## src/design/fnms_pkg.sv

```systemverilog
package fnms_pkg;

  localparam int DEF_MAX_WIDTH   = 1024;
  localparam int DEF_MAX_HEIGHT  = 1024;
  localparam int DEF_SAMPLE_BITS = 16;

  localparam int             DIM_W     = 11;
  localparam int             DIM_MAX   = (1 << DIM_W) - 1;
  localparam logic [DIM_W-1:0] DIM_RESET = 11'd1024;

  localparam int OUT_DEPTH = 8;

  typedef enum logic [0:0] {
    REG_GRID_HEIGHT = 1'b0,
    REG_GRID_WIDTH  = 1'b1
  } reg_index_t;

  typedef struct packed {
    logic valid;
    logic produce;
    logic has_up;
    logic has_left;
    logic has_down;
    logic has_right;
    logic last;
  } cell_ctl_t;

endpackage

```

## src/design/fnms_fifo.sv

```systemverilog
module fnms_fifo #(
  parameter int DATA_W = 17,
  parameter int DEPTH  = fnms_pkg::OUT_DEPTH
) (
  input  logic              clk,
  input  logic              rst,
  input  logic              wr_en,
  input  logic [DATA_W-1:0] wr_data,
  output logic              rd_valid,
  input  logic              rd_ready,
  output logic [DATA_W-1:0] rd_data
);

  localparam int PTR_W = $clog2(DEPTH);

  logic [DATA_W-1:0] buf_q [DEPTH];
  logic [PTR_W-1:0]  wptr;
  logic [PTR_W-1:0]  rptr;
  logic [PTR_W:0]    count;
  logic              rd_en;

  assign rd_valid = count != '0;
  assign rd_en    = rd_valid & rd_ready;
  assign rd_data  = buf_q[rptr];

  always_ff @(posedge clk) begin
    if (wr_en) begin
      buf_q[wptr] <= wr_data;
    end
  end

  always_ff @(posedge clk) begin
    if (rst) begin
      wptr  <= '0;
      rptr  <= '0;
      count <= '0;
    end else begin
      if (wr_en) begin
        wptr <= (wptr == PTR_W'(DEPTH - 1)) ? '0 : wptr + 1'b1;
      end
      if (rd_en) begin
        rptr <= (rptr == PTR_W'(DEPTH - 1)) ? '0 : rptr + 1'b1;
      end
      count <= count + (PTR_W+1)'(wr_en) - (PTR_W+1)'(rd_en);
    end
  end

endmodule

```

## config.mk

```make
export PLATFORM = sky130hd
export DESIGN_NAME = fnms_fifo
export DESIGN_NICKNAME = d
export VERILOG_FILES = /design/src/design/fnms_pkg.sv /design/src/design/fnms_fifo.sv
export SDC_FILE = /design/constraint.sdc
export NUM_CORES = 1
export LEC_CHECK = 0
export ABC_AREA = 0
export BUFFER_PORTS_ARGS = -buffer_cell sky130_fd_sc_hd__buf_4
export CAP_MARGIN = 40
export CORE_MARGIN = 2
export CORE_UTILIZATION = 50
export CTS_BUF_LIST = sky130_fd_sc_hd__clkbuf_2 sky130_fd_sc_hd__clkbuf_4 sky130_fd_sc_hd__clkbuf_8
export DETAILED_ROUTE_END_ITERATION = 8
export HOLD_SLACK_MARGIN = 0.15
export PLACE_DENSITY = 0.68
export SKIP_CTS_REPAIR_TIMING = 1
export SLEW_MARGIN = 20
export SYNTH_ARGS = -nofsm -noshare
export SYNTH_HDL_FRONTEND = slang
export SYNTH_SLANG_ARGS = --single-unit
export TNS_END_PERCENT = 1
```

## constraint.sdc

```tcl
create_clock -name clk -period 2.6 [get_ports clk]
set_input_delay 0.13 -clock clk [delete_from_list [all_inputs] [get_ports clk]]
set_output_delay 0.13 -clock clk [all_outputs]
set_load 0.05 [all_outputs]
```

After elaboration in Yosys (flattened, before gate mapping) --
Memories as Yosys holds them, arrays and structs flattened. A register that Yosys moved wholly into a read port is not among the register bits. Cells that the tools add are included.
Word-level totals: input bits 21, logic and storage cells 18, output and inout port bits 18, register bits after elaboration 10, bits in writable memories 136, memories 1
Memory list:
- buf_q | words 8, bits a word 17, rd ports 1, clocked after memory_dff 1, write ports 1, RTL line fnms_fifo.sv:16 | logic [DATA_W-1:0] buf_q [DEPTH];
Operators by class: reductions and logical operators 1, multiplexer cells 6, add/sub/neg operators 4, equal/unequal tests 2, bitwise logic cells 1
Operator list (number):
- $mux 3 | 4
- $add 3x1->3 const B | 2
- $eq 3x3->1 const B | 2
- $add 4x1->4 | 1
- $reduce_bool 4->1 | 1
- $sub 4x1->4 | 1
- $mux 1 | 2
- $and 1x1->1 | 1

Longest topological paths before layout --
Gate-level depths: netlist (run 1).
word-level depth 4, gate-level depth with buffers 10, mapped depth without buffers 10

Least setup slack after synthesis (run 1) --
No wires, ideal clock.
path kind register to register, start point register count[2], end point register count[2], setup slack 0.266 ns, arrival time 2.206 ns, path buffers 0, setup time 0.128 ns, data required time 2.472 ns, clock period less this slack 2.334 ns, stages on the path, launching flop included 11, path through dfxtp_1 inv_1 ha_1 nor3b_1 inv_1 nand3_1 o21ai_0 ha_1 fa_1 xnor2_1 nor2_1
On the way: longest elaborated chain between the ends 3, elaborated cells on any way between the ends 4, those cells by class add/sub (2); bitwise (1); reduce/logical (1)
RTL lines:
- from (decl) | RTL line fnms_fifo.sv:19 | logic [PTR_W:0] count;
- from (signal assigned) | RTL line fnms_fifo.sv:44 | count <= count + (PTR_W+1)'(wr_en) - (PTR_W+1)'(rd_en);
- $reduce_bool 4->1 | RTL line fnms_fifo.sv:22 | assign rd_valid = count != '0;
- via rd_valid | RTL line fnms_fifo.sv:9 | output logic rd_valid,
- $and 1x1->1 | RTL line fnms_fifo.sv:23 | assign rd_en = rd_valid & rd_ready;
- $sub 4x1->4 | RTL line fnms_fifo.sv:44
The timed path passes the listed nets, and every way through them passes these cells. A chain may end at the register's enable or synchronous reset.

==> qor_table.md, run 1 <==
| Parameter | Reported |
| --- | --- |
| Mux contribution to synthesized area | 18.2% |
| Internal power component | 4.05 mW |
| Area fraction in and, or, nand and nor cells after synthesis | 2.54% |
| Detailed-router iteration count before antenna repair | 4 |
| Endpoint type of the worst setup path | output pin |
| Area growth from synthesis to layout | 19.4% |
| Total via count after detailed routing | 2805 |
| Global-route wire length before repair | 15.1 mm |
| Status | completed |
| CTS tree | done |
| Post-synthesis cell area | 5860 um2 |
| DRT antenna net count | 0 |
| Total wire length | 10.1 mm |
| Number of DRC markers in iteration 0 | 127 |
| Number of distinct standard cells referenced by the synthesized netlist | 26 |
| Antenna violations before repair | 0 |
| Most numerous cell in the Yosys netlist | sky130_fd_sc_hd__edfxtp_1 |
| Root buffer cell | sky130_fd_sc_hd__clkbuf_8 |
| R2R depth | 10 |
| Number of vias per cell after detailed routing | 5.49 |
| Largest cells by area after synthesis | sky130_fd_sc_hd__edfxtp_1 (70%), sky130_fd_sc_hd__mux4_1 (11%), sky130_fd_sc_hd__dfxtp_1 (4.4%) |
| Period utilization | 90.7% |
| Largest family of logic cells by synthesized area | multiplexers |
| Overall power | 5.58 mW |
| Fraction of synthesized cell area taken by the top area cell type | 69.7% |
| Max-slew violation count | 0 |
| Wire length per cell | 19.7 um |
| H-tree levels | 4 |
| Gate count of the mapped netlist | 272 |
| Setup crit start kind | register |
| Max_slew headroom | 56.8% |
| Cell family contributing the most delay on the critical path | multiplexers |
| Synth top cells by count | sky130_fd_sc_hd__edfxtp_1 (136), sky130_fd_sc_hd__mux4_1 (24), sky130_fd_sc_hd__mux2_2 (17) |
| Total global-route track usage | 16.7% |
| Post-synth ARST share | 0% |
| Count of flip-flops with a built-in enable after synthesis | 136 |
| Total overflow reported by the global router | 0 |
| Area of the die | 12600 um2 |
| Top sig layer | met4 |
| Max-capacitance violation count | 0 |
| Inserted Clock Buffers | 17 |
| Port buffer count | 38 |
| Setup Total Neg Slack | 0 ps |
| Power share of the sequential group | 49.0% |
| Synthesized-area fraction occupied by ao, oa, aoi and oai cells | 1.26% |
| Met1 wire length | 4.47 mm |
| Maximum number of pins on one net before global-route repair | 35 |
| Worst Hold Depth | 2 |
| Number of cells on the critical path | 4 |
| Actual transition at the worst max-transition pin | 645 ps |
| Area of combinational cells with multiple inputs | 1430 um2 |
| Flip-flop cell with the highest count after synthesis | sky130_fd_sc_hd__edfxtp_1 |
| Achievable frequency | 0.424 GHz |
| Total number of nets in the final design | 385 |
| # setup viols final | 0 |
| Worst IR drop on VDD | 0.420 mV |
| Final worst clock skew | 12.2 ps |
| Detailed-routed wire length on met3 | 336 um |
| Most area-hungry cell type in the Yosys netlist | sky130_fd_sc_hd__edfxtp_1 |
| Via count of the first global-routing pass | 2746 |
| Fill cell count | 832 |
| DIE WIDTH | 112 um |
| Worst Path Class, Setup | register to output pin |
| Post-synthesis share of cell area spent on xor and xnor gates | 0.150% |
| Sequential cell area fraction in the yosys report | 74.2% |
| Last weighted congestion value of the routability-driven placer | 0.687 |
| Placeable Area | 11400 um2 |
| Clock Path Buffers | 2 |
| Static Leakage | 2.38 nW |
| Net switching share of the total power | 27.4% |
| Power density over the cells | 797 nW/um2 |
| Vert. Die Dim | 112 um |
| Number of primary I/O pins | 39 |
| Clock latency reported for the late side of the worst-skew pair | 430 ps |
| Maximum fanout along the worst path | 21 |
| Hold violation count in the final report | 0 |
| Critical path's most frequent cell | sky130_fd_sc_hd__buf_4 |
| Drc violations | 0 |
| Proportion of layout cells with a drive suffix above 1 | 31.5% |
| Setup repair after global routing missed its margin | no |
| Buffers & Inverters on Critical Path | 2 |
| Endpoint required time on the critical path | 2470 ps |
| Cell-by-cell trace of the critical path | buf_4 -> mux4_1 -> mux2_2 -> buf_4 |
| Largest incremental delay on the critical path | 610 ps |
| Register bit count reported by yosys | 149 |
| Effective utilization at floorplan | 51.3% |
| Post-Synth Adder-Cell Area | 2.05% |
| Clk slew on worst S/H paths | 80 ps |
| Share of power burned in combinational logic | 20.8% |
| Hold Path Class | primary input to register |
| Cell row count | 39 |
| Met2 wire length | 5.14 mm |
| Post-Syn Area per Cell | 21.5 um2 |
| Area occupied by registers | 4350 um2 |
| Antenna cells | 0 |
| Half-perimeter wire length after placement | 5.94 mm |
| Minimum clock period after layout | 2360 ps |
| Arrival time of the worst setup path | 2230 ps |
| Number of clock sinks | 149 |
| Clock power share | 30.1% |
| Number of nets in the synthesized netlist | 302 |
| Synthesis Warnings | 0 |
| Standard cell with the maximum stage delay on the critical path | sky130_fd_sc_hd__mux4_1 |
| Net switching component of the power | 1.53 mW |
## sequential cells by signal, summed over array words and instances, names as in the netlist, named ones only
| signal | count |
|---|---|
| rptr | 3 |
| buf_q | 136 |
| count | 4 |
| wptr | 3 |
## worst paths after layout
check	from	endpoint	slack (ps)
max	register	rd_data[2]	240
min	wr_data[0]	buf_q[4][0]$_DFFE_PP_	470
max reg2reg	count[2]$_SDFF_PP0_	count[2]$_SDFF_PP0_	310
min reg2reg	rptr[1]$_SDFFE_PP0P_	rptr[1]$_SDFFE_PP0P_	530
## power groups by stage
stage	Combinational (mW)	Clock (mW)	Sequential (mW)
4_1_cts	1.15	1.71	2.74
5_1_grt	1.24	1.83	2.74
3_3_place_gp	1.13	0	2.79
2_1_floorplan	0.844	0	2.78
6_report	1.16	1.68	2.74
3_5_place_dp	1.15	0	2.79
## cell usage in the layout (no fill, tap or decap), types with 2 or more instances in the layout
master                          Yosys  layout
sky130_fd_sc_hd__clkbuf_8           0      17
sky130_fd_sc_hd__mux4_2            10      10
sky130_fd_sc_hd__mux4_1            24      24
sky130_fd_sc_hd__nor2_1            11      11
sky130_fd_sc_hd__nor3_2             0       2
sky130_fd_sc_hd__o21ai_0            4       4
sky130_fd_sc_hd__edfxtp_1         136     136
sky130_fd_sc_hd__clkbuf_4           0       2
sky130_fd_sc_hd__nor2b_1            2       2
sky130_fd_sc_hd__clkinv_4           0       2
sky130_fd_sc_hd__nand2_1            2       2
sky130_fd_sc_hd__bufinv_16          0       2
sky130_fd_sc_hd__buf_12             0       2
sky130_fd_sc_hd__nand3_1            3       3
sky130_fd_sc_hd__dfxtp_1           13      12
sky130_fd_sc_hd__dlygate4sd3_1      0      20
sky130_fd_sc_hd__mux2i_1            2       2
sky130_fd_sc_hd__nand2b_1           5       5
sky130_fd_sc_hd__inv_1              6       6
sky130_fd_sc_hd__clkinvlp_4         0       4
sky130_fd_sc_hd__a21oi_1            9       9
sky130_fd_sc_hd__buf_4              0      53
sky130_fd_sc_hd__mux2_2            17      17
sky130_fd_sc_hd__ha_1               8       8
sky130_fd_sc_hd__clkinv_1           0       2
## kinds of logic (layout without fill, tap and decap cells)
logic type               count (synthesis)  count (layout)
flip-flops                             149             149
AO/OA/AOI/OAI                           14              14
adder cells (fa/ha/maj)                  9               9
AND/OR/NAND/NOR                         29              29
XOR/XNOR                                 1               1
buffers and inverters                   17             113
multiplexers                            53              53
## area by class of cell
cell class,count,area share [%]
Timing Repair Buffer,75,9.12
Multi-Input combinational cell,106,20.4
Sequential cell,149,62.1
Tap cell,143,2.56
Clock inverter,13,1.91
Inverter,6,0.322
Clock buffer,19,3.56
## metrics by stage
stage          worst slack (ps)  instance area, um2  util, %  hold slack, ps  instances
4_1_cts                     193                6800     59.5           -91.9        491
5_1_grt                    67.4                7000     61.3             451        511
2_1_floorplan               266                5860        -             202        272
6_report                    242                7000     61.3             475        511
3_3_place_gp                417                6410     56.2             361        459
3_5_place_dp                348                6410     56.2             367        459
## per-layer routing
| layer | up-vias | GRT usage [%] |
|---|---|---|
| met1 | 1443 | 21.8 |
| met3 | 9 | 5.72 |
| met4 | 0 | 4.88 |
| li1 | 1298 | - |
| met2 | 55 | 26.9 |
| met5 | - | 0 |
(Power assumes the default switching activity.)
==> inputs of run 2 (changes only) <==
- clock period: 2.6 -> 2.95 ns (I/O delays scaled with it)
==> qor_table.md, run 2 (synthesized netlist as in run 1, its figures left out) <==
| Parameter | Reported |
| --- | --- |
| Status | completed |
| Largest register by flop count | buf_q |
| Worst IR drop on VDD | 0.417 mV |
| Met1 routing resource usage after global routing | 21.4% |
| Worst Path Class, Setup | register to output pin |
| Half-perimeter wire length after placement | 5.96 mm |
| DRT antenna net count | 0 |
| Hold violation count in the final report | 0 |
| CTS tree | done |
| Arrival time of the worst setup path | 2410 ps |
| Inserted Clock Buffers | 17 |
| Area growth from synthesis to layout | 20.2% |
| Root buffer cell | sky130_fd_sc_hd__clkbuf_8 |
| Top Registers | buf_q (136), count (4) |
| Total wire length | 10.1 mm |
| Max_slew headroom | 57.2% |
| Met3 usage | 5.40% |
| Worst hold start | wr_data[1] |
| Antenna violations before repair | 0 |
| Period utilization | 86.8% |
| Via count of the first global-routing pass | 2816 |
| Antenna cells | 0 |
| Final worst clock skew | 7.20 ps |
| Met2 global-route usage | 28.2% |
| Vert. Die Dim | 112 um |
| Final Util | 61.7% |
| Placeable Area | 11400 um2 |
| Endpoint of the lowest-slack register-to-register path | count[2]$_SDFF_PP0_ |
| Endpoint type of the worst setup path | output pin |
| Number of primary I/O pins | 39 |
| R2R depth | 10 |
| Max-capacitance violation count | 0 |
| Total number of nets in the final design | 383 |
| Setup Total Neg Slack | 0 ps |
| Actual transition at the worst max-transition pin | 640 ps |
| Setup repair after global routing missed its margin | no |
| Number of vias per cell after detailed routing | 5.49 |
| GR peak layer | met2 |
| Launch point of the worst reg-to-reg path | count[2]$_SDFF_PP0_ |
| Drc violations | 0 |
| Endpoint required time on the critical path | 2800 ps |
| Final instance area | 7040 um2 |
| Last weighted congestion value of the routability-driven placer | 0.805 |
| DIE WIDTH | 112 um |
| Clock latency reported for the late side of the worst-skew pair | 420 ps |
| Most common library cell in the layout ignoring fill and taps | sky130_fd_sc_hd__edfxtp_1 |
| Detailed-router iteration count before antenna repair | 4 |
| Achievable frequency | 0.390 GHz |
| Port buffer count | 38 |
| Power density over the cells | 728 nW/um2 |
| Hold Path Class | primary input to register |
| Total overflow reported by the global router | 0 |
| Total via count after detailed routing | 2795 |
| Minimum clock period after layout | 2560 ps |
| Largest register FFs | 136 |
| Number of DRC markers in iteration 0 | 135 |
| Number of clock sinks | 149 |
| Effective utilization at floorplan | 51.3% |
| Worst Hold Path EP | buf_q[2][1]$_DFFE_PP_ |
| Maximum fanout along the worst path | 18 |
| Static Leakage | 2.42 nW |
| Proportion of layout cells with a drive suffix above 1 | 31.4% |
| Total global-route track usage | 17.0% |
| Global-route wire length before repair | 15.6 mm |
| Wire length per cell | 19.8 um |
| Maximum number of pins on one net before global-route repair | 35 |
| Cell row count | 39 |
| H-tree levels | 4 |
| Setup crit start kind | register |
| Clk slew on worst S/H paths | 80 ps |
| Max-slew violation count | 0 |
| Worst Hold Depth | 2 |
| R2R Setup Slk | 700 ps |
| Area of the die | 12600 um2 |
| Clock Path Buffers | 2 |
| # setup viols final | 0 |
| Most used cells in the layout excluding fill and tap cells | sky130_fd_sc_hd__edfxtp_1 (136), sky130_fd_sc_hd__buf_4 (50), sky130_fd_sc_hd__mux4_1 (24) |
| Placed cell areas | 6380 um2 |
[run 2: cell types whose count changed in the layout (fill, tap and decap cells not counted), sizes merged]
cell         change
clkinvlp         -5
buf              -3
clkbuf           +3
bufinv           +2
dlygate4sd3      +1
[run 2: per-stage QoR]
stage | instances | setup WS, ps | total power [mW] | hold slack, ps
after floorplan | 272 | 616 | 3.19 | 219
after global placement | 455 | 802 | 3.44 | 378
after detailed placement | 455 | 710 | 3.47 | 383
after CTS | 487 | 322 | 5.15 | -83.5
after global routing | 509 | 269 | 5.34 | 476
final | 509 | 388 | 5.13 | 494
[run 2: power breakdown]
group / internal [mW] / total, mW / switching, mW
Clock: 1.00 / 1.69 / 0.690
Sequential: 2.38 / 2.44 / 0.0607
Combinational: 0.421 / 0.992 / 0.570
Total: 3.80 / 5.13 / 1.32
[run 2: critical path, cell delays in order, from the launching register on]
cell and delay, ps:
sky130_fd_sc_hd__dfxtp_2 660, sky130_fd_sc_hd__buf_12 260, sky130_fd_sc_hd__mux4_1 570, sky130_fd_sc_hd__mux2_2 290
sky130_fd_sc_hd__buf_4 190
[run 2: area by class of cell]
cell class	instances	area, um2
Tap cell	143	179
Multi-Input combinational cell	106	1430
Sequential cell	149	4350
Clock buffer	22	290
Fill cell	832	4380
Inverter	6	22.5
Clock inverter	10	151
Timing Repair Buffer	73	626
[run 2: metal layers]
layer  wire length, um  part of all wire, %
met5                 0                    0
met2              5230                   52
met1              4260                   42
met4               171                  1.7
met3               424                  4.2
[run 2: worst max path at each step]
stage / end / cells after the start / from
detailed placement: count[2]$_SDFF_PP0_ / 10 / count[2]$_SDFF_PP0_
finish: rd_data[16] / 4 / register
global route: rd_data[16] / 4 / register
floorplan: count[2]$_SDFF_PP0_ / 10 / count[2]$_SDFF_PP0_
global placement: count[2]$_SDFF_PP0_ / 10 / count[2]$_SDFF_PP0_
CTS: rd_data[0] / 4 / register
