--- src/design/fnms_pkg.sv ---
package fnms_pkg;

  localparam int DEF_MAX_WIDTH   = 1024;
  localparam int DEF_MAX_HEIGHT  = 1024;
  localparam int DEF_SAMPLE_BITS = 16;

  localparam int             DIM_W     = 11;
  localparam int             DIM_MAX   = (1 << DIM_W) - 1;
  localparam logic [DIM_W-1:0] DIM_RESET = 11'd1024;

  localparam int OUT_DEPTH = 8;

  typedef enum logic [0:0] {
    REG_GRID_HEIGHT = 1'b0,
    REG_GRID_WIDTH  = 1'b1
  } reg_index_t;

  typedef struct packed {
    logic valid;
    logic produce;
    logic has_up;
    logic has_left;
    logic has_down;
    logic has_right;
    logic last;
  } cell_ctl_t;

endpackage

--- src/design/fnms_avg.sv ---
module fnms_avg #(
  parameter int SAMPLE_BITS = fnms_pkg::DEF_SAMPLE_BITS
) (
  input  logic                          clk,
  input  logic                          rst,
  input  fnms_pkg::cell_ctl_t           ctl,
  input  logic signed [SAMPLE_BITS-1:0] down,
  input  logic signed [SAMPLE_BITS-1:0] up_data,
  input  logic signed [SAMPLE_BITS-1:0] nb_data,
  output logic                          res_valid,
  output logic        [SAMPLE_BITS-1:0] res_average,
  output logic                          res_last
);

  localparam int SUM_W = SAMPLE_BITS + 2;
  localparam int MAG_W = SAMPLE_BITS + 2;
  localparam int K     = SAMPLE_BITS + 2;
  localparam logic [K-1:0] DIV3_MUL = K'(((64'd1 << K) + 64'd2) / 64'd3);

  typedef enum logic [1:0] {
    DIV_BY_2 = 2'd0,
    DIV_BY_3 = 2'd1,
    DIV_BY_4 = 2'd2
  } div_t;

  // previous row window: p1 is column c-1, p0 column c
  logic signed [SAMPLE_BITS-1:0] p0;
  logic signed [SAMPLE_BITS-1:0] p1;

  logic signed [SUM_W-1:0] t_up, t_left, t_down, t_right, sum;
  logic        [2:0]       count;
  div_t                    div;

  logic                    s2_valid;
  logic                    s2_last;
  logic signed [SUM_W-1:0] s2_sum;
  div_t                    s2_div;

  logic              s3_valid;
  logic              s3_last;
  logic              s3_neg;
  logic [MAG_W-1:0]  s3_abs;
  div_t              s3_div;

  logic [MAG_W+K-1:0]     prod;
  logic [SAMPLE_BITS-1:0] mag_next;

  logic                   s4_valid;
  logic                   s4_last;
  logic                   s4_neg;
  logic [SAMPLE_BITS-1:0] s4_mag;

  always_comb begin
    t_up    = ctl.has_up    ? SUM_W'(up_data) : '0;
    t_left  = ctl.has_left  ? SUM_W'(p1)      : '0;
    t_down  = ctl.has_down  ? SUM_W'(down)    : '0;
    t_right = ctl.has_right ? SUM_W'(nb_data) : '0;
    sum     = t_up + t_left + t_down + t_right;
    count   = 3'(ctl.has_up) + 3'(ctl.has_left) + 3'(ctl.has_down) + 3'(ctl.has_right);
    priority if (count == 3'd4) begin
      div = DIV_BY_4;
    end else if (count == 3'd3) begin
      div = DIV_BY_3;
    end else begin
      div = DIV_BY_2;
    end
  end

  always_ff @(posedge clk) begin
    if (ctl.valid) begin
      p1 <= p0;
      p0 <= nb_data;
    end
    s2_sum  <= sum;
    s2_div  <= div;
    s2_last <= ctl.last;
    s3_neg  <= s2_sum[SUM_W-1];
    s3_abs  <= s2_sum[SUM_W-1] ? MAG_W'(-s2_sum) : MAG_W'(s2_sum);
    s3_div  <= s2_div;
    s3_last <= s2_last;
    s4_mag  <= mag_next;
    s4_neg  <= s3_neg;
    s4_last <= s3_last;
  end

  always_comb begin
    prod = (MAG_W+K)'(s3_abs) * (MAG_W+K)'(DIV3_MUL);
    unique case (s3_div)
      DIV_BY_2: mag_next = SAMPLE_BITS'(s3_abs >> 1);
      DIV_BY_3: mag_next = prod[K +: SAMPLE_BITS];
      DIV_BY_4: mag_next = SAMPLE_BITS'(s3_abs >> 2);
      default:  mag_next = '0;
    endcase
  end

  always_ff @(posedge clk) begin
    if (rst) begin
      s2_valid <= 1'b0;
      s3_valid <= 1'b0;
      s4_valid <= 1'b0;
    end else begin
      s2_valid <= ctl.valid & ctl.produce;
      s3_valid <= s2_valid;
      s4_valid <= s3_valid;
    end
  end

  assign res_valid   = s4_valid;
  assign res_average = s4_neg ? -s4_mag : s4_mag;
  assign res_last    = s4_last;

endmodule

--- config.mk ---
export PLATFORM = sky130hd
export DESIGN_NAME = fnms_avg
export DESIGN_NICKNAME = d
export VERILOG_FILES = /design/src/design/fnms_pkg.sv /design/src/design/fnms_avg.sv
export SDC_FILE = /design/constraint.sdc
export NUM_CORES = 1
export LEC_CHECK = 0
export BUFFER_PORTS_ARGS = -buffer_cell sky130_fd_sc_hd__buf_2
export CORE_ASPECT_RATIO = 1.1
export CORE_MARGIN = 1.5
export CORE_UTILIZATION = 63
export CTS_CLUSTER_DIAMETER = 40
export DETAILED_ROUTE_END_ITERATION = 12
export PLACE_DENSITY = 0.89
export SYNTH_ARGS = -nofsm -noshare
export SYNTH_HDL_FRONTEND = slang
export SYNTH_SLANG_ARGS = --single-unit
--- constraint.sdc ---
create_clock -name clk -period 7.93 [get_ports clk]
set_input_delay 0.3965 -clock clk [delete_from_list [all_inputs] [get_ports clk]]
set_output_delay 0.3965 -clock clk [all_outputs]
set_load 0.02 [all_outputs]
* Word level (Yosys, flattened, before mapping) *
Index checks and enable logic that the tools add are counted.

storage, ports and cells
  bits in registers = 96
  input bits = 57
  output and inout port bits = 18
  word-level logic and storage cells = 39

operators by class
  $add $sub $neg = 8
  $mul = 1
  equal/unequal tests = 4
  multiplexer cells = 8
  bitwise gates (word level) = 1
  reduce and logical (&&, ||, !) cells = 1

operators with widths
  kind                    number
  $mux 18                 4
  $add 18x18->18          3
  $pmux 16 s3             1
  $mul 18x16->33 const B  1
  $neg 18->18             1
  $mux 17                 1
  $mux 16                 1
  $neg 16->16             1
  $add 2x1->3             1
  $add 3x1->3             1
  $eq 3x2->1 const B      1
  $eq 3x3->1 const B      1
  $add 1x1->2             1
  $eq 2x1->1 const B      1
  $eq 2x2->1 const B      1
  $logic_not 2->1         1
  $and 1x1->1             1
  $mux 1                  1

* Logic depth before layout (Yosys ltp) *
Gate-level depths: netlist of run 1.

  depth after elaboration = 5
  mapped depth = 21
  mapped depth without buffers = 21

* Least setup slack after synthesis of run 1 *
Ideal clock, no wire load.

  kind = flip-flop to flip-flop
  from = register s3_abs[4]
  to = register s4_mag[13]
  library setup time = 0.134 ns
  arrival = 5.404 ns
  data required time = 7.796 ns
  path slack = 2.392 ns
  stages on the path, launching flop included = 21
  buffers on the path = 0
  period minus slack after synthesis = 5.538 ns
  path through = dfxtp_1 ha_1 fa_1 inv_1 fa_1 inv_1 fa_1 fa_1 inv_1 fa_1 inv_1 ha_1 nand2_1 o21ai_1 nor4_2 a21oi_1 a22o_2 a211o_1 a41oi_1 xor2_1 o22ai_1

between the ends
  longest elaborated chain between the ends = 2

ends and longest elaborated chain
  element                 line            text
  from (decl)             fnms_avg.sv:42  logic [MAG_W-1:0] s3_abs;
  from (signal assigned)  fnms_avg.sv:78  s3_abs <= s2_sum[SUM_W-1] ? MAG_W'(-s2_sum) : MAG_W'(s2_sum);
  $mul 18x16->33          fnms_avg.sv:87  prod = (MAG_W+K)'(s3_abs) * (MAG_W+K)'(DIV3_MUL);
  $pmux 16 s3             fnms_avg.sv:88  unique case (s3_div)
  via mag_next[13]        fnms_avg.sv:46  logic [SAMPLE_BITS-1:0] mag_next;
  to (signal assigned)    fnms_avg.sv:81  s4_mag <= mag_next;
  to (decl)               fnms_avg.sv:51  logic [SAMPLE_BITS-1:0] s4_mag;

The timed path passes the listed nets, and every way through them passes these cells.
A chain may end at the register's enable or synchronous reset.

* Final worst setup path of run 1 *
Same ends and word-level chain as after synthesis.

==> results.md, run 1 <==
- The main combinational cell family by area after synthesis is adder cells.
- Counting tap cells, the placed design contains a total of 1262 instances.
- The post-route worst hold slack is 133 ps.
- The kind of start point of the critical path is a flip-flop.
- The cell that appears most often on the critical path is sky130_fd_sc_hd__fa_1.
- Input and output buffers added on the ports amount to 74.
- The setup total negative slack is 0 ps.
- For the worst setup path, the data arrival time is 6220 ps.
- From synthesis to final layout, the design area changed by 9.01%.
- The number of flip-flops and latches in the synthesized netlist is 96.
- Of the total synthesized cell area, the portion taken by full adders, half adders and majority gates is 0.447.
- Measured in cells, the most critical reg-to-reg path has a length of 20.
- In this run the critical register-to-register path is launched from s3_abs[4]$_DFF_P_.
- The average cell area after synthesis is 9.96 sq um.
- The detail route stage leaves a number of antenna-violating nets equal to 0.
- The share of synthesized cell area in and, or, nand and nor gates is 0.0885.
- The max-slew violation total from the final report came to 0.
- Pin placement for this block handled 75 I/O pins.
- The number of enable-type register cells in the synthesized netlist is 32.
- The biggest fanout along the worst timing path is 8.
- The area of the mapped netlist is 9970 sq um.
- Walking the worst path, the cells encountered are ha_1 > fa_1 > inv_1 > fa_1 > inv_1 > fa_1 > fa_1 > inv_1 > fa_1 > inv_1 > ha_1 > nand2_1 > o21ai_1 > nor4_2 > a21oi_1 > a22o_2 > a211o_1 > a41oi_1 > xor2_1 > o22ai_1.
- The CTS tree is built.
- Post-CTS timing repair inserted 0 buffers for setup.
- The number of nets in the synthesized netlist is 1338.
- In this run the number of cells on the critical path is 20.
- The clock insertion delay at the later pin of the skew report is 360 ps.
- The total global routing overflow is 0.
- The core region is 15600 sq um.
- The critical path ends at s4_mag[13]$_DFF_P_.
- Post-CTS repair changed the size of 0 cells.
- Among all stages on the critical path, the largest delay is contributed by sky130_fd_sc_hd__fa_1.
- Max-cap violations in this run came to 0.
- The flow ran to the end, and the final reports show no timing, DRC or antenna violations.
- The delay contributed by the slowest stage of the critical path is 550 ps.
- The post-synthesis sequential area ratio is 0.225.
- Summing all non-filler instances in the final layout gives an area of 10900 sq um.
- The number of detailed-route iterations in the first pass is 4.
- The hold violation total from the final report was 0.
- After clock tree synthesis, the clock-pin slew on the worst setup and hold paths is 70 ps.
- Of the available clock period, the critical path in the final layout requires 0.757.
- The number of buffers and inverters on the critical path is 4.
- TritonCTS created 9 clock buffers.
- Of the post-synthesis cell area, the part taken by muxes is 0.0161.
- The maximum clock frequency is 0.167 GHz.
- Once detailed placement completed, the half-perimeter wirelength came to 18.1 mm.
- The total routing resource utilization after global routing is 0.288.
- Setup repair after global routing left no endpoint under its margin.
- In this run the worst hold path is classified as in2reg.
- The number of antenna violations at the first check in global routing is 0.
- The worst reg2reg path endpoint is s4_mag[13]$_DFF_P_.
- In this run, post-CTS hold repair placed 0 buffers.
- Once layout is complete, the cells apart from fillers number 1278.
- The overall die area is 16600 sq um.
- In the synthesized netlist the dominant register cell turns out to be sky130_fd_sc_hd__dfxtp_1.
- For this configuration, the core starts out at a cell density of 0.641.
- The iteration-0 DRC count of the detailed router is 452.
- The clock tree synthesis step divided the H-tree into 3 levels.
- Dividing the detail-routed via count by the number of cells gives 5.54.
- The worst-case clock buffer depth is 2.
- Counting every sink on the clock net gives 96.
- The category of the worst setup path capture point is a flip-flop.
- The share of async-settable or async-resettable flops after synthesis is 0.
- The instance area at placement is 10500 sq um.
- In the routed design, unresolved DRC markers number 0.
- The beginning of the critical path is s3_abs[4]$_DFF_P_.
- Of the total synthesized cell area, the portion taken by XOR and XNOR cells is 0.0527.
- The number of warnings reported in the yosys synthesis log is 0.
- In this run the tightest slew margin relative to its limit is 0.500.
- Counting every instance in the synthesized netlist gives 1001.
- The count of inserted antenna diode cells is 0.
- In the final design database the tool counted 1410 nets.
- Setup violations remaining at the end of the flow were counted as 0.
- By startpoint and endpoint, the worst setup path is classified as reg2reg.
- The die is 135 um tall.
- For the worst setup path, the data required time is 8150 ps.
- In the final layout, the share of cells above drive strength 1 is 0.0918.
- In the final routed layout, each cell accounts on average for 17.2 um.
- The clock skew after layout is 10.2 ps.
- The fraction of the mapped netlist area in compound gates is 0.0757.
- For this block, the routed nets add up to 21.9 mm of wire.
- In this design, the largest share of critical-path delay is due to adder cells.
- Counting the fill cells in the layout gives 1125.
- The count of unique library cells instantiated by Yosys is 58.
- The floorplan has 48 rows.
- The via count of the first global-routing pass came to 7509.
- The clock period could shrink to 6000 ps.
- The tree is rooted in a sky130_fd_sc_hd__clkbuf_16.
- Entering global routing, the biggest net connects 34 pins.
- The first global-routing pass estimated 36.1 mm of wire.
- The final weighted congestion of routability-driven global placement is 0.950.
- The setup check on the worst reg-to-reg path leaves a slack of 1930 ps.
- From left edge to right edge, the die measures 123 um.
- The transition time of the tightest slew-check pin is 731 ps.
- The detailed router placed 7081 vias in this run.
==> stage by stage <==
step,util,setup WS (ps)
after detailed placement,0.678,1930
after global placement,0.678,2040
after floorplan,-,2390
final,0.699,1930
after global routing,0.699,1600
after CTS,0.699,1920
==> cell usage after synthesis, drive strengths merged, types with 6 or more instances <==
| cell type | n | area share |
|---|---|---|
| ha | 153 | 0.19 |
| o22ai | 12 | 0.0075 |
| clkbuf | 12 | 0.0045 |
| nand3 | 6 | 0.0030 |
| xnor2 | 46 | 0.040 |
| fa | 127 | 0.26 |
| a21o | 12 | 0.0090 |
| nor3 | 12 | 0.0060 |
| dfxtp | 64 | 0.13 |
| nor2b | 6 | 0.0038 |
| nor2 | 24 | 0.0090 |
| xor2 | 14 | 0.012 |
| nand2 | 84 | 0.032 |
| mux2i | 16 | 0.016 |
| a21oi | 27 | 0.014 |
| o21ai | 20 | 0.010 |
| o31ai | 8 | 0.0060 |
| edfxtp | 32 | 0.096 |
| and2 | 22 | 0.014 |
| inv | 237 | 0.089 |
==> area by class of cell <==
class | count | area (sq um) | share of cell area
sequential | 96 | 2240 | 0.206
clock buffer | 10 | 229 | 0.0211
multi-input combinational | 654 | 6780 | 0.624
clock inverter | 6 | 97.6 | 0.00898
tap | 200 | 250 | 0.0230
inverter | 237 | 890 | 0.0819
timing repair buffer | 75 | 378 | 0.0348
==> sequential cells by signal, summed over array words and instances, names as in the netlist, 2 cells and up <==
signal	flops
p0	16
p1	16
s2_div	2
s2_sum	18
s3_abs	18
s3_div	2
s4_mag	16
==> kinds of logic (layout without fill, tap and decap cells) <==
family                   after synthesis  in the layout
flip-flops                            96             96
AND/OR/NAND/NOR                      184            184
multiplexers                          16             16
XOR/XNOR                              60             60
adder cells (fa/ha/maj)              280            280
buffers and inverters                251            328
AO/OA/AOI/OAI                        114            114
==> how the worst min path moves through the flow <==
stage,from,to,slack (ps),cells after the start
2_1_floorplan,s3_last$_DFF_P_,res_last$_DFF_P_,310,0
3_3_place_gp,s3_neg$_DFF_P_,s4_neg$_DFF_P_,310,0
3_5_place_dp,s2_div[1]$_SDFF_PN1_,s3_div[1]$_DFF_P_,310,0
4_1_cts,ctl[0],s2_last$_DFF_P_,130,1
5_1_grt,ctl[0],s2_last$_DFF_P_,130,1
6_report,ctl[0],s2_last$_DFF_P_,130,1
==> layer usage <==
layer / track usage / up-vias / share of wire
met4: 0.120 / 0 / 0.038
met2: 0.508 / 253 / 0.51
li1: - / 3359 / -
met1: 0.350 / 3414 / 0.40
met3: 0.0405 / 55 / 0.048
met5: 0 / - / 0
==> cells in the final DEF (no fill, tap or decap), drive strengths merged, types with 24 or more instances in the layout <==
cell type and n:
inv 241, ha 153, fa 127, nand2 84, buf 75, dfxtp 64, xnor2 46, edfxtp 32
a21oi 27, nor2 24
Power of run 1 is not shown: default switching activity piles up to over one toggle a cycle in this logic, so the estimate is an artifact.
==> run 2, diff against run 1 <==
- clock period: 7.93 -> 6.2 ns (I/O delays scaled with it)
==> run 2 against run 1 <==
Via count up 0.18%. Clock-buffer cell count down 1. Global-route usage down 0.32 points. Largest cell class unchanged. Critical path depth unchanged. Setup slack worse by 1500 ps. Register-to-register slack worse by 1500 ps.
==> results.md, run 2 (synthesized netlist as in run 1, its figures left out) <==
- The flow ran to the end, and the final reports show no timing, DRC or antenna violations.
- The via count of the first global-routing pass is 7551.
- The hold violation total from the final report is 0.
- The most numerous cell type found on the critical path is sky130_fd_sc_hd__fa_1.
- The starting utilization of the core area is 0.641.
- The wire-length estimate of the detail-placed layout is 17.7 mm.
- The tool flagged a number of max-cap violations equal to 0.
- The kind of start point of the critical path is a flip-flop.
- Setup violations remaining at the end of the flow were counted as 0.
- The number of setup buffers added after CTS is 0.
- The post-detailed-routing wire length is 21.6 mm.
- The final design area excluding fillers is 10900 sq um.
- The largest registers in the layout are s2_sum: 18 flops, s3_abs: 18 flops.
- The overall die area is 16600 sq um.
- The fraction of layout cells with a size suffix above 1 is 0.101.
- Leaving out fill and tap cells, the most frequent cell in the layout is sky130_fd_sc_hd__inv_1.
- The number of antenna diodes in the final layout is 0.
- In this run, post-CTS hold repair placed 0 buffers.
- Static timing analysis puts the maximum clock frequency at 0.172 GHz.
- The CTS buffer count is 9.
- The clock insertion delay at the later pin of the skew report is 360 ps.
- The tree built by TritonCTS fans out to 96 sinks.
- The post-cts repair resize count is 0.
- During placement, the flow inserted port buffers numbering 74.
- The first global-routing pass estimated 36.0 mm of wire.
- Counting I/O delays and the setup requirement, the final critical path takes 5820 ps.
- The remaining max-slew budget at the tightest pin is 0.527.
- The final route contains 7094 vias.
- Clock-pin slew was measured on the worst setup and hold paths at 70 ps.
- The total global routing overflow is 0.
- The region available for standard cell placement spans 15600 sq um.
- The worst setup path is captured at a flip-flop.
- For this run, the total global-route usage over all layers was measured as 0.284.
- The number of antenna violations at the first check in global routing is 0.
- The clock tree synthesis step divided the H-tree into 3 levels.
- The number of I/O pins is 75.
- The post-detailed-route via-to-cell ratio is 5.53.
- The clock skew after layout is 8.59 ps.
- The root cell of the clock tree is sky130_fd_sc_hd__clkbuf_16.
- In this run the worst path has a maximum fanout of 7.
- For the final routed database, the setup TNS stands at 0 ps.
- The total number of placement rows is 48.
- The final critical-path share of the clock period is 0.938.
- Summing all placed instances gives a cell area of 10600 sq um.
- The pre-antenna-repair detailed-routing pass consisted of 5 iterations.
- In this run the remaining antenna-violating nets after routing total 0.
- TritonCTS built the clock tree.
- The class of the most critical hold timing path is in2reg.
- The iteration-0 DRC count of the detailed router is 335.
- The arrival time of data at the critical path endpoint is 6030 ps.
- Measured along the x axis, the die boundary spans 123 um.
- Walking the worst path, the cells encountered are ha_1 > fa_1 > inv_1 > fa_1 > inv_1 > fa_1 > fa_1 > inv_1 > fa_1 > inv_1 > ha_1 > nand2_1 > o21ai_1 > o21ai_0 > a21oi_2 > a22o_2 > a211o_1 > a41oi_1 > xor2_1 > o22ai_1.
- The final weighted congestion of routability-driven global placement is 0.938.
- Setup repair after global routing left no endpoint under its margin.
- The worst-case clock buffer depth is 2.
- Among all stages on the critical path, the largest delay is contributed by sky130_fd_sc_hd__fa_1.
- The kind of critical path is reg2reg.
- The floorplan die height is 135 um.
- The max-slew violation total from the final report is 0.
- At the worst endpoint, the required time is 6420 ps.
- The mean routed wirelength per cell is 16.8 um.
- The library cells used most frequently in the layout, excluding fill and tap cells, are sky130_fd_sc_hd__inv_1 (237), sky130_fd_sc_hd__ha_1 (153), sky130_fd_sc_hd__fa_1 (127).
- The layout overhead on the synthesized area is 9.37%.
- The delay contributed by the slowest stage of the critical path is 540 ps.
- The pin count of the biggest net entering global routing is 34.
- The number of design rule violations left after detail routing is 0.
- For the pin with the worst max-slew slack, the measured transition is 709 ps.
- For this run, the post-layout net count is 1415.
[run 2: changes by cell type in the layout (fill, tap and decap cells not counted), sizes merged]
cell    delta
clkinv     +2
bufinv     -1
buf        +5
clkbuf     -1
[run 2: worst max-delay path: cells and delay by family (launching register included)]
kind / cells / cell delay (ps)
and+or+nand+nor: 1 / 110
DFF: 1 / 480
xor gates and xnor gates: 1 / 170
AOI/OAI and AO/OA: 7 / 1420
buffers and inverters: 4 / 210
adders and majority gates: 7 / 3250
[run 2: layout make-up]
cell class / instances / area [sq um]
sequential: 96 / 2240
clock inverter: 7 / 85.1
multi-input combinational: 654 / 6790
tap: 200 / 250
clock buffer: 9 / 225
inverter: 237 / 890
fill: 1101 / 4650
timing repair buffer: 80 / 415
[run 2: final timing paths]
path                             start            endpoint  slack (ps)  depth (start not counted)
setup reg to reg     s3_abs[2]$_DFF_P_  s4_mag[13]$_DFF_P_         380                         20
hold reg to reg   s2_div[0]$_SDFF_PN0_   s3_div[0]$_DFF_P_         320                          0
setup / recovery     s3_abs[2]$_DFF_P_  s4_mag[13]$_DFF_P_         380                         20
hold / removal                  ctl[0]     s2_last$_DFF_P_          60                          1
[run 2: through the flow]
stage,hold slack (ps),util,setup slack [ps],std cells
floorplan,310,-,662,1001
global placement,310,0.680,395,1267
detailed placement,312,0.680,195,1267
CTS,46.2,0.700,163,1283
global route,42.4,0.701,109,1283
finish,57.4,0.701,385,1283
[run 2: layer usage]
layer	wire, um	global-route usage
met1	8840	0.349
met2	10900	0.499
met3	1040	0.0418
met4	737	0.117
met5	0	0
Power of run 2 is left out for the same reason.
